===== config.mk =====
export PLATFORM = sky130hd
export DESIGN_NAME = exponential_overshoot_ramp_unit_flat
export DESIGN_NICKNAME = d
export VERILOG_FILES = /design/src/rtl/eor_pkg.sv /design/src/rtl/eor_if.sv /design/src/rtl/exponential_overshoot_ramp_unit.sv /design/src/rtl/eor_ctrl.sv /design/src/rtl/eor_dpath.sv /design/src/flat_wrapper.sv
export SDC_FILE = /design/constraint.sdc
export NUM_CORES = 2
export LEC_CHECK = 0
export BUFFER_PORTS_ARGS = -buffer_cell sky130_fd_sc_hd__buf_2
export CORE_AREA = 4 4 335 337
export DETAILED_ROUTE_END_ITERATION = 10
export DIE_AREA = 0 0 339 341
export GPL_TIMING_DRIVEN = 0
export PLACE_DENSITY_LB_ADDON = 0.2
export SKIP_CTS_REPAIR_TIMING = 1
export SLEW_MARGIN = 15
export SYNTH_ARGS = -nofsm -noshare
export SYNTH_HDL_FRONTEND = slang
export SYNTH_HIERARCHICAL = 1
export SYNTH_SLANG_ARGS = --single-unit
export TNS_END_PERCENT = 5

===== constraint.sdc =====
create_clock -name clk -period 11.55 [get_ports clk]
set_input_delay 0 -clock clk [delete_from_list [all_inputs] [get_ports clk]]
set_output_delay 0 -clock clk [all_outputs]
set_load 0.02 [all_outputs]

===== src/rtl/eor_pkg.sv =====
package eor_pkg;

	localparam int SAMPLE_BITS = 24;
	localparam int LEN_BITS    = 24;
	localparam int COEF_BITS   = 24;
	localparam int GOAL_BITS   = 24;
	localparam int SCALE_FRAC  = 22;
	localparam int SCALE_BITS  = SCALE_FRAC + 1;

	localparam logic [SCALE_BITS-1:0] SCALE_ONE  = SCALE_BITS'(1) << SCALE_FRAC;
	localparam logic [GOAL_BITS-1:0]  GOAL_RESET = GOAL_BITS'(4613734);

	typedef logic signed [SAMPLE_BITS-1:0] sample_t;
	typedef logic signed [SAMPLE_BITS:0]   span_t;

	typedef enum logic [1:0] {
		REQ_TICK = 2'd0,
		REQ_SET  = 2'd1,
		REQ_STOP = 2'd2
	} req_type_t;

	typedef enum logic [4:0] {
		ST_IDLE      = 5'b00001,
		ST_STEP_MUL  = 5'b00010,
		ST_SCALE     = 5'b00100,
		ST_LEVEL_MUL = 5'b01000,
		ST_LEVEL     = 5'b10000
	} ctl_state_t;

	typedef struct packed {
		logic accept;
		logic step_mul;
		logic scale_upd;
		logic level_mul;
		logic level_upd;
	} eor_cmd_t;

	typedef struct packed {
		logic ramp_active;
	} eor_status_t;

endpackage


===== src/rtl/eor_if.sv =====
interface eor_req_if;
	import eor_pkg::*;
	logic                   valid;
	logic                   ready;
	logic [1:0]             req_type;
	sample_t                target_value;
	logic [LEN_BITS-1:0]    ramp_len;
	logic [COEF_BITS-1:0]   attack_step;

	modport source (output valid, req_type, target_value, ramp_len, attack_step,
		input ready);
	modport sink (input valid, req_type, target_value, ramp_len, attack_step,
		output ready);
endinterface

interface eor_res_if;
	import eor_pkg::*;
	logic    valid;
	logic    ready;
	sample_t sample_out;
	logic    ramping;

	modport source (output valid, sample_out, ramping, input ready);
	modport sink (input valid, sample_out, ramping, output ready);
endinterface


===== src/rtl/exponential_overshoot_ramp_unit.sv =====
// channel  dir  handshake     payload
// req      in   valid/ready   req_type, target_value, ramp_len, attack_step
// res      out  valid/ready   sample_out, ramping (ticks only)
// cfg      in   cfg_we        cfg_wdata = overshoot goal, Q2.22
//
// set, stop and a tick with no ramp running leave the controller idle
// a tick during a ramp runs two multiplies on one controller sequence
// (step_mul, scale, then level_mul, level), each registered before use
// the result is held in an output register; while it waits with res ready
// low no item enters, and the next item may enter in the cycle it is taken
// reset clears all levels and the count; the goal register resets to 1.1
module exponential_overshoot_ramp_unit
	import eor_pkg::*;
(
	input  logic                 clk,
	input  logic                 arst_n,
	input  logic                 cfg_we,
	input  logic [GOAL_BITS-1:0] cfg_wdata,
	eor_req_if.sink              req,
	eor_res_if.source            res
);

	eor_cmd_t    cmd;
	eor_status_t status;

	eor_ctrl u_ctrl (
		.clk       (clk),
		.arst_n    (arst_n),
		.req_valid (req.valid),
		.req_type  (req.req_type),
		.req_ready (req.ready),
		.res_valid (res.valid),
		.res_ready (res.ready),
		.status    (status),
		.cmd       (cmd)
	);

	eor_dpath u_dpath (
		.clk          (clk),
		.arst_n       (arst_n),
		.cfg_we       (cfg_we),
		.cfg_wdata    (cfg_wdata),
		.cmd          (cmd),
		.req_type     (req.req_type),
		.target_value (req.target_value),
		.ramp_len     (req.ramp_len),
		.attack_step  (req.attack_step),
		.status       (status),
		.sample_out   (res.sample_out),
		.ramping      (res.ramping)
	);

endmodule


===== src/rtl/eor_ctrl.sv =====
module eor_ctrl
	import eor_pkg::*;
(
	input  logic        clk,
	input  logic        arst_n,
	input  logic        req_valid,
	input  logic [1:0]  req_type,
	output logic        req_ready,
	output logic        res_valid,
	input  logic        res_ready,
	input  eor_status_t status,
	output eor_cmd_t    cmd
);

	ctl_state_t state_q;
	logic       out_valid_q;
	logic       acc;
	logic       is_tick;

	assign req_ready = (state_q == ST_IDLE) && (!out_valid_q || res_ready);
	assign acc       = req_valid && req_ready;
	assign is_tick   = (req_type == REQ_TICK);
	assign res_valid = out_valid_q;

	assign cmd.accept    = acc;
	assign cmd.step_mul  = (state_q == ST_STEP_MUL);
	assign cmd.scale_upd = (state_q == ST_SCALE);
	assign cmd.level_mul = (state_q == ST_LEVEL_MUL);
	assign cmd.level_upd = (state_q == ST_LEVEL);

	always_ff @(posedge clk or negedge arst_n) begin
		if (!arst_n) begin
			state_q     <= ST_IDLE;
			out_valid_q <= 1'b0;
		end else begin
			// a tick's result is captured at accept, the ramp math runs after
			if (acc && is_tick) begin
				out_valid_q <= 1'b1;
			end else if (res_ready) begin
				out_valid_q <= 1'b0;
			end
			unique case (state_q)
				ST_IDLE: begin
					if (acc && is_tick && status.ramp_active) begin
						state_q <= ST_STEP_MUL;
					end
				end
				ST_STEP_MUL:  state_q <= ST_SCALE;
				ST_SCALE:     state_q <= ST_LEVEL_MUL;
				ST_LEVEL_MUL: state_q <= ST_LEVEL;
				ST_LEVEL:     state_q <= ST_IDLE;
				default:      state_q <= ST_IDLE;
			endcase
		end
	end

endmodule


===== src/rtl/eor_dpath.sv =====
module eor_dpath
	import eor_pkg::*;
(
	input  logic                  clk,
	input  logic                  arst_n,
	input  logic                  cfg_we,
	input  logic [GOAL_BITS-1:0]  cfg_wdata,
	input  eor_cmd_t              cmd,
	input  logic [1:0]            req_type,
	input  sample_t               target_value,
	input  logic [LEN_BITS-1:0]   ramp_len,
	input  logic [COEF_BITS-1:0]  attack_step,
	output eor_status_t           status,
	output sample_t               sample_out,
	output logic                  ramping
);

	localparam int P1_BITS  = COEF_BITS + GOAL_BITS;
	localparam int SN_BITS  = GOAL_BITS + 2;
	localparam int P2_BITS  = SAMPLE_BITS + 1 + SCALE_BITS;
	localparam int RND_BITS = P2_BITS - SCALE_FRAC;
	localparam int LVL_BITS = RND_BITS + 2;

	localparam logic signed [LVL_BITS-1:0] SAT_HI =
		LVL_BITS'((64'sd1 <<< (SAMPLE_BITS - 1)) - 64'sd1);
	localparam logic signed [LVL_BITS-1:0] SAT_LO = -SAT_HI - LVL_BITS'(1);
	localparam logic [P2_BITS-1:0] RND_HALF = P2_BITS'(1) << (SCALE_FRAC - 1);

	logic [GOAL_BITS-1:0]  goal_cfg_q;
	sample_t               goal_level_q;
	sample_t               cur_level_q;
	sample_t               ramp_start_q;
	span_t                 ramp_span_q;
	logic [SCALE_BITS-1:0] scale_q;
	logic [COEF_BITS-1:0]  coef_q;
	logic [LEN_BITS-1:0]   left_q;
	sample_t               sample_out_q;
	logic                  ramping_q;

	logic [P1_BITS-1:0]    prod1_s1;
	logic                  dneg_s1;
	logic [P2_BITS-1:0]    prod2_s2;
	logic                  sneg_s2;

	logic signed [GOAL_BITS:0] diff;
	logic [GOAL_BITS-1:0]      diff_mag;
	logic [GOAL_BITS-1:0]      step;
	logic signed [SN_BITS-1:0] scale_sum;
	logic [SCALE_BITS-1:0]     scale_nxt;
	logic [SAMPLE_BITS:0]      span_mag;
	logic [P2_BITS-1:0]        rnd_sum;
	logic [RND_BITS-1:0]       rnd;
	logic signed [LVL_BITS-1:0] rnd_s;
	logic signed [LVL_BITS-1:0] lvl_sum;
	sample_t                   lvl_nxt;
	span_t                     set_span;

	assign status.ramp_active = (left_q != '0);
	assign sample_out = sample_out_q;
	assign ramping    = ramping_q;

	// one-pole step toward the overshoot goal
	always_comb begin
		diff = $signed({1'b0, goal_cfg_q})
			- $signed({{(GOAL_BITS + 1 - SCALE_BITS){1'b0}}, scale_q});
		diff_mag = diff[GOAL_BITS] ? GOAL_BITS'(-diff) : diff[GOAL_BITS-1:0];
		step = prod1_s1[P1_BITS-1:COEF_BITS];
		if (dneg_s1) begin
			scale_sum = $signed({{(SN_BITS - SCALE_BITS){1'b0}}, scale_q})
				- $signed({2'b00, step});
		end else begin
			scale_sum = $signed({{(SN_BITS - SCALE_BITS){1'b0}}, scale_q})
				+ $signed({2'b00, step});
		end
		if (scale_sum < 0) begin
			scale_nxt = '0;
		end else if (scale_sum > $signed({{(SN_BITS - SCALE_BITS){1'b0}}, SCALE_ONE})) begin
			scale_nxt = SCALE_ONE;
		end else begin
			scale_nxt = scale_sum[SCALE_BITS-1:0];
		end
	end

	// level = start + span * scale, rounded half away from zero, saturated
	always_comb begin
		span_mag = ramp_span_q[SAMPLE_BITS] ? (SAMPLE_BITS + 1)'(-ramp_span_q)
			: ramp_span_q;
		rnd_sum  = prod2_s2 + RND_HALF;
		rnd      = rnd_sum[P2_BITS-1:SCALE_FRAC];
		rnd_s    = sneg_s2 ? -$signed({2'b00, rnd}) : $signed({2'b00, rnd});
		lvl_sum  = $signed({{(LVL_BITS - SAMPLE_BITS){ramp_start_q[SAMPLE_BITS-1]}},
			ramp_start_q}) + rnd_s;
		if (lvl_sum > SAT_HI) begin
			lvl_nxt = SAT_HI[SAMPLE_BITS-1:0];
		end else if (lvl_sum < SAT_LO) begin
			lvl_nxt = SAT_LO[SAMPLE_BITS-1:0];
		end else begin
			lvl_nxt = lvl_sum[SAMPLE_BITS-1:0];
		end
		set_span = $signed({target_value[SAMPLE_BITS-1], target_value})
			- $signed({cur_level_q[SAMPLE_BITS-1], cur_level_q});
	end

	always_ff @(posedge clk) begin
		if (cmd.step_mul) begin
			prod1_s1 <= coef_q * diff_mag;
			dneg_s1  <= diff[GOAL_BITS];
		end
		if (cmd.level_mul) begin
			prod2_s2 <= span_mag * scale_q;
			sneg_s2  <= ramp_span_q[SAMPLE_BITS];
		end
		if (cmd.accept && req_type == REQ_TICK) begin
			sample_out_q <= (left_q != '0) ? cur_level_q : goal_level_q;
			ramping_q    <= (left_q != '0);
		end
	end

	always_ff @(posedge clk or negedge arst_n) begin
		if (!arst_n) begin
			goal_cfg_q   <= GOAL_RESET;
			goal_level_q <= '0;
			cur_level_q  <= '0;
			ramp_start_q <= '0;
			ramp_span_q  <= '0;
			scale_q      <= '0;
			coef_q       <= '0;
			left_q       <= '0;
		end else begin
			if (cfg_we) begin
				goal_cfg_q <= cfg_wdata;
			end
			if (cmd.accept) begin
				case (req_type)
					REQ_SET: begin
						goal_level_q <= target_value;
						scale_q      <= '0;
						if (ramp_len == '0) begin
							cur_level_q <= target_value;
							left_q      <= '0;
						end else begin
							ramp_start_q <= cur_level_q;
							ramp_span_q  <= set_span;
							coef_q       <= attack_step;
							left_q       <= ramp_len;
						end
					end
					REQ_STOP: begin
						goal_level_q <= cur_level_q;
						left_q       <= '0;
						scale_q      <= '0;
					end
					REQ_TICK: begin
						if (left_q == '0) begin
							cur_level_q <= goal_level_q;
						end
					end
					default: ;
				endcase
			end
			if (cmd.scale_upd) begin
				scale_q <= scale_nxt;
			end
			if (cmd.level_upd) begin
				cur_level_q <= lvl_nxt;
				left_q      <= left_q - LEN_BITS'(1);
			end
		end
	end

endmodule


===== src/flat_wrapper.sv =====
// flat-port wrapper written by rule: the top's interface ports become plain ports
module exponential_overshoot_ramp_unit_flat import eor_pkg::*;
  (clk, arst_n, cfg_we, cfg_wdata, req_valid, req_req_type, req_target_value, req_ramp_len, req_attack_step, req_ready, res_valid, res_sample_out, res_ramping, res_ready);
  eor_req_if req_i ();
  eor_res_if res_i ();
  input  logic clk;
  input  logic arst_n;
  input  logic cfg_we;
  input  logic [GOAL_BITS-1:0] cfg_wdata;
  input wire logic [$bits(req_i.valid)-1:0] req_valid;
  input wire logic [$bits(req_i.req_type)-1:0] req_req_type;
  input wire logic [$bits(req_i.target_value)-1:0] req_target_value;
  input wire logic [$bits(req_i.ramp_len)-1:0] req_ramp_len;
  input wire logic [$bits(req_i.attack_step)-1:0] req_attack_step;
  output wire logic [$bits(req_i.ready)-1:0] req_ready;
  output wire logic [$bits(res_i.valid)-1:0] res_valid;
  output wire logic [$bits(res_i.sample_out)-1:0] res_sample_out;
  output wire logic [$bits(res_i.ramping)-1:0] res_ramping;
  input wire logic [$bits(res_i.ready)-1:0] res_ready;
  assign req_i.valid = req_valid;
  assign req_i.req_type = req_req_type;
  assign req_i.target_value = req_target_value;
  assign req_i.ramp_len = req_ramp_len;
  assign req_i.attack_step = req_attack_step;
  assign req_ready = req_i.ready;
  assign res_valid = res_i.valid;
  assign res_sample_out = res_i.sample_out;
  assign res_ramping = res_i.ramping;
  assign res_i.ready = res_ready;
  exponential_overshoot_ramp_unit u_core (.clk(clk), .arst_n(arst_n), .cfg_we(cfg_we), .cfg_wdata(cfg_wdata), .req(req_i), .res(res_i));
endmodule

* After elaboration in Yosys (flattened, before gate mapping) *
Index checks and enable logic that the tools add are counted.

storage, ports and cells
  input bits = 103
  output and inout port bits = 27
  register bits = 321
  logic and storage cells = 92

cells by class
  magnitude comparators = 4
  add/subtract/negate cells = 10
  bitwise gates (word level) = 1
  reduce and logical (&&, ||, !) cells = 23
  multiplexer cells = 26
  multipliers = 2
  eq/ne operators = 10

operator list
  operator                                                                number
  24-bit two-way mux                                                      11
  24-bit case mux with 2 select lines                                     3
  23-bit two-way mux                                                      5
  48-bit by 22-bit adder with 48-bit output, second input constant        1
  24-bit logical NOT                                                      2
  24-bit by 24-bit multiplier with 48-bit output                          1
  25-bit by 23-bit multiplier with 48-bit output                          1
  24-bit by 28-bit adder with 28-bit output                               1
  28-bit by 24-bit > comparator with 1-bit output, second input constant  1
  28-bit by 24-bit < comparator with 1-bit output, second input constant  1
  28-bit two-way mux                                                      1
  26-bit negator with 28-bit output                                       1
  26-bit by 24-bit > comparator with 1-bit output, second input constant  1
  26-bit by 1-bit < comparator with 1-bit output, second input constant   1
  26-bit two-way mux                                                      1
  23-bit by 24-bit adder with 25-bit output                               1
  25-bit two-way mux                                                      1
  25-bit negator                                                          1
  23-bit by 24-bit subtractor with 25-bit output                          1
  24-bit by 23-bit subtractor with 25-bit output                          1
  24-bit by 24-bit subtractor with 25-bit output                          1
  24-bit negator                                                          1
  24-bit nonzero test                                                     1
  24-bit by 1-bit subtractor with 24-bit output, second input constant    1
  23 further kinds                                                        35

* Longest topological paths before layout *
  depth after elaboration = 8
  depth in mapped cells = 41
  depth with buffers taken out = 40

* By module *
The synthesis kept the hierarchy.

by module, submodules not included
  module     cells each  seq. area each (sq um)  area an instance (sq um)  times used
  eor_dpath  6349        7160.6                  56016.2                   1
  eor_ctrl   30          151.4                   329.1                     1

* Least setup slack after synthesis *
OpenSTA, ideal clock, no wires.

  path type = register to register
  start point = register u_core.u_dpath.scale_q[4]
  end point = register u_core.u_dpath.prod1_s1[38] (data pin)
  slack = 1984 ps
  period minus slack after synthesis = 9566 ps
  setup time = 263 ps
  buffers on the path = 5
  data arrival time = 9303 ps
  data required time = 11287 ps
  cell stages (with the launch flop) = 40
  path through = dfrtp_1 > clkbuf_1 > clkbuf_1 > inv_1 > ha_1 > o211ai_1 > o211a_1 > or2_1 > buf_2 > a211oi_2 > a21oi_1 > xor2_1 > o2111ai_1 > nor4_1 > nand2_1 > a21oi_1 > clkbuf_1 > o21ai_0 > [4 not listed] > fa_1 > fa_1 > fa_1 > inv_1 > fa_1 > inv_1 > ha_1 > inv_1 > o21ai_0 > a21o_1 > nand3_1 > nand2_1 > a21o_1 > o21a_1 > o211a_1 > clkbuf_1 > a311oi_1 > xnor2_1

on the way
  longest elaborated chain between the ends = 4

RTL lines
  element                                           RTL line          RTL
  start, declared                                   eor_dpath.sv:34   logic [SCALE_BITS-1:0] scale_q;
  start signal, assigned                            eor_dpath.sv:162  scale_q <= scale_nxt;
  24-bit by 23-bit subtractor with 25-bit output *  eor_dpath.sv:65   - $signed({{(GOAL_BITS + 1 - SCALE_BITS){1'b0}}, scale_q});
  24-bit negator                                    eor_dpath.sv:66   diff_mag = diff[GOAL_BITS] ? GOAL_BITS'(-diff) : diff[GOAL_BITS-1:0];
  24-bit two-way mux *                              eor_dpath.sv:66
  24-bit by 24-bit multiplier with 48-bit output *  eor_dpath.sv:106  prod1_s1 <= coef_q * diff_mag;
  end signal, assigned                              eor_dpath.sv:106
  end, declared                                     eor_dpath.sv:40   logic [P1_BITS-1:0] prod1_s1;

Mark *: on every way between the ends. The rest lies on a longest branch, timed or not.
A chain may end at the register's enable or synchronous reset.

* Worst setup path after layout *
  start point = register u_core.u_dpath.scale_q[0]
  end point = register u_core.u_dpath.prod1_s1[38] (data pin)

Same word-level chain as after synthesis.

==> impl_metrics.tcl <==
set metrics [dict create \
    grt_pass1_wl_mm 272 \
    cts_buffers 39 \
    synth_seq_cells 276 \
    pre_cts_ws_ps -1570 \
    crit_type "reg2reg" \
    cts_root_buf "clkbuf_16" \
    overflow 0 \
    fp.dieArea_sq_um 116000 \
    place_inst 7925 \
    rows 121 \
    grt_start_max_net_pins 90 \
    drtIter0Drc 3574 \
    yosys_most_used_dff "dfrtp_1" \
    grt_usage_pct 30.2 \
    final_cells 8111 \
    drtPass1Iterations 10 \
    cts.sinks 276 \
    max_slew_margin_pct 25.3 \
    period_needed_ps 11280 \
    grt_pass1_vias 47106 \
    cts_max_level 2 \
    clk_pin_slew_ps 70 \
    skew_ps 49.1 \
    path_common_cell "fa_1" \
    fill_cells 9873 \
    status "finished, violations left" \
    crit_slowest_cell "dfrtp_1" \
    netlist_instances 6379 \
    start_util_pct 51.8 \
    io_buffers 128 \
    drive_above_1_share_pct 6.60 \
    fin_nets 8202 \
    whs_ps -4.29 \
    wl_per_cell_um 21.7 \
    finalWorstSetupSlack_ps 269 \
    syn_nets 7916 \
    violations "hold timing" \
    end_kind "flop" \
    cts.path.max_buffers 3 \
    finalSetupViolCount 0 \
    hold_class "in2reg" \
    critPathLaunchType "flop" \
    core-area_sq_um 109000 \
    cts_tree "done" \
    worst_pin_slew_ps 1120 \
    clock.fmax_mhz 88.6 \
    yosysWarnings 6 \
    drtAntennaViolNets 0 \
    path_max_fanout 10 \
    rsz0062_at_grt "yes" \
    post-route-period-util_pct 97.7 \
    viasPerCell 5.67 \
    finalHoldViolations 1 \
    async_reset_ff_share_pct 71.7 \
    crit_arrival_ps 11580 \
    vias 45987 \
    max_cap_violations 0 \
    wirelength_mm 176 \
    synth_seq_area_share_pct 13.0 \
    syn_area_sq_um 56300 \
    drcViolationCount 0 \
    required_ps 11850 \
    slowest_delay_ps 650 \
    yosys.cell_types.count 98 \
    antenna_found_initial 8 \
    postSynthAreaPerCell_sq_um 8.83 \
    hpwl_mm 144 \
    area_delta_synth_final_pct 9.52 \
    place_congestion 0.971 \
    synth_edf_count 78 \
    ios 130 \
    clock_latency_ps 620 \
    dieHeight_um 341 \
    drv_slew 0 \
    register_area_sq_um 7310 \
    dieWidth_um 339 \
    multi_input_area_sq_um 43500 \
]
-- final cells by class --
| cell class | count | area share [%] |
|---|---|---|
| multi-input cells | 4555 | 70.5 |
| flip-flops and latches | 276 | 11.9 |
| inverters | 1194 | 7.27 |
| repair buffers | 247 | 3.04 |
| well taps | 1414 | 2.87 |
| plain buffers | 352 | 2.39 |
| clock buffers | 48 | 1.72 |
| clock inverters | 23 | 0.412 |
| diodes | 2 | 0.00811 |
-- cell usage in the layout, fill, tap and decap left out, types with 22 or more instances in the layout --
master / Yosys / routed
inv_1: 1193 / 1193
fa_1: 965 / 965
nand2_1: 949 / 949
ha_1: 469 / 469
and2_1: 275 / 274
clkbuf_1: 301 / 268
nor2_1: 253 / 252
a21oi_1: 192 / 189
dfrtp_1: 186 / 185
o21ai_0: 178 / 178
buf_2: 16 / 143
xnor2_1: 151 / 137
dlygate4sd3_1: 0 / 106
nand3_1: 94 / 94
edfxtp_1: 78 / 78
mux2_2: 77 / 77
xor2_1: 80 / 71
nor3_1: 65 / 65
a21o_1: 64 / 64
nand2b_1: 63 / 63
mux2i_1: 55 / 55
nor2b_1: 54 / 54
a31oi_1: 50 / 49
clkbuf_16: 0 / 40
o21a_1: 40 / 40
o31ai_1: 39 / 38
o211ai_1: 30 / 30
clkbuf_2: 0 / 30
or3_1: 29 / 29
and3_1: 27 / 27
a21boi_0: 25 / 25
buf_1: 25 / 25
nor4_1: 24 / 24
nand4_1: 24 / 24
a222oi_1: 23 / 23
o221ai_1: 22 / 22
-- Yosys cell counts (16+ instances only) --
master / count / area share [%]
buf_1: 25 / 0.17
clkbuf_1: 301 / 2.0
a21o_1: 64 / 0.85
nand3_1: 94 / 0.83
a222oi_1: 23 / 0.41
o221ai_1: 22 / 0.34
nor2b_1: 54 / 0.60
a21boi_0: 25 / 0.33
nor3_1: 65 / 0.58
ha_1: 469 / 10
fa_1: 965 / 34
edfxtp_1: 78 / 4.2
nand2b_1: 63 / 0.70
nor4_1: 24 / 0.27
o21ai_0: 178 / 1.6
or3_1: 29 / 0.32
and3_1: 27 / 0.30
buf_2: 16 / 0.14
a21oi_1: 192 / 1.7
inv_1: 1193 / 7.9
or2_2: 18 / 0.20
nand4_1: 24 / 0.27
nand2_1: 949 / 6.3
mux2_2: 77 / 1.5
dfrtp_1: 186 / 8.3
mux2i_1: 55 / 0.98
a211oi_1: 23 / 0.31
o211ai_1: 30 / 0.40
a31oi_1: 50 / 0.56
xor2_1: 80 / 1.2
xnor2_1: 151 / 2.3
nor2_1: 253 / 1.7
o21a_1: 40 / 0.53
o31ai_1: 39 / 0.52
o211a_1: 16 / 0.28
and2_1: 275 / 3.1
-- worst max-delay path: cells and delay by family, from the launching register on --
kind,cells,cell delay [ps]
AO/OA/AOI/OAI,12,3140
XOR/XNOR,3,670
adder cells (fa/ha/maj),10,4570
buffers and inverters,8,890
flip-flops,1,650
AND/OR/NAND/NOR,5,1030
-- layer usage --
| metal | vias up | global-route usage [%] | share of wire, % |
|---|---|---|---|
| met5 | - | 0 | 0.0074 |
| met4 | 2 | 13.6 | 5.5 |
| met3 | 381 | 4.66 | 7.4 |
| met2 | 1849 | 49.4 | 47 |
| met1 | 23107 | 39.9 | 40 |
| li1 | 20648 | - | - |
-- logic make-up (layout without fill, tap and decap cells) --
kind of cell,count (synthesis),count (layout),share of synthesized area (%)
AO/OA/AOI/OAI,813,813,9.57
adder cells (fa/ha/maj),1434,1434,44.7
flip-flops,276,276,13.0
other,0,2,0
multiplexers,132,132,2.52
XOR/XNOR,231,231,3.59
buffers and inverters,1548,1864,10.5
AND/OR/NAND/NOR,1945,1945,16.2
-- per-stage QoR --
stage	hold slack (ps)	TNS [ps]	util [%]	cell area, sq um
2_1_floorplan	-296	0	-	56300
3_3_place_gp	231	-36180	54.0	58800
3_5_place_dp	-107	-34480	54.1	58900
4_1_cts	-760	-37070	55.3	60200
5_1_grt	24.6	-628	56.7	61700
6_report	-4.29	0	56.7	61700
-- path summary, 6_finish.rpt --
path,start,endpoint,slack (ps),depth (start not counted)
min in group asynchronous,arst_n,u_core/u_dpath/goal_level_q[20]$_DFFE_PN0P_,500,4
max in group asynchronous,arst_n,u_core/u_dpath/goal_cfg_q[11]$_DFFE_PN0P_,10090,5
setup reg to reg,u_core/u_dpath/scale_q[0]$_DFFE_PN0P_,u_core/u_dpath/prod1_s1[38]$_DFFE_PP_,270,38
hold reg to reg,u_core/u_dpath/ramp_span_q[24]$_DFFE_PN0P_,u_core/u_dpath/sneg_s2$_DFFE_PP_,450,0
hold / removal,req_req_type[0],u_core/u_ctrl/state_q[0]$_DFFE_PN1P_,-4,4
setup / recovery,u_core/u_dpath/scale_q[0]$_DFFE_PN0P_,u_core/u_dpath/prod1_s1[38]$_DFFE_PP_,270,38
-- sequential cells by signal, indices dropped and copies added (netlist names), 5 cells and up --
register / flops
u_core/u_dpath/left_q: 24
u_core/u_dpath/prod1_s1: 24
u_core/u_ctrl/state_q: 5
u_core/u_dpath/scale_q: 23
u_core/u_dpath/prod2_s2: 27
u_core/u_dpath/goal_level_q: 24
u_core/u_dpath/goal_cfg_q: 24
u_core/u_dpath/ramp_span_q: 25
u_core/u_dpath/cur_level_q: 24
u_core/u_dpath/coef_q: 24
u_core/u_dpath/ramp_start_q: 24
u_core/u_dpath/sample_out: 24
Power is not shown: default switching activity piles up to over one toggle a cycle in this logic, so the estimate is an artifact.
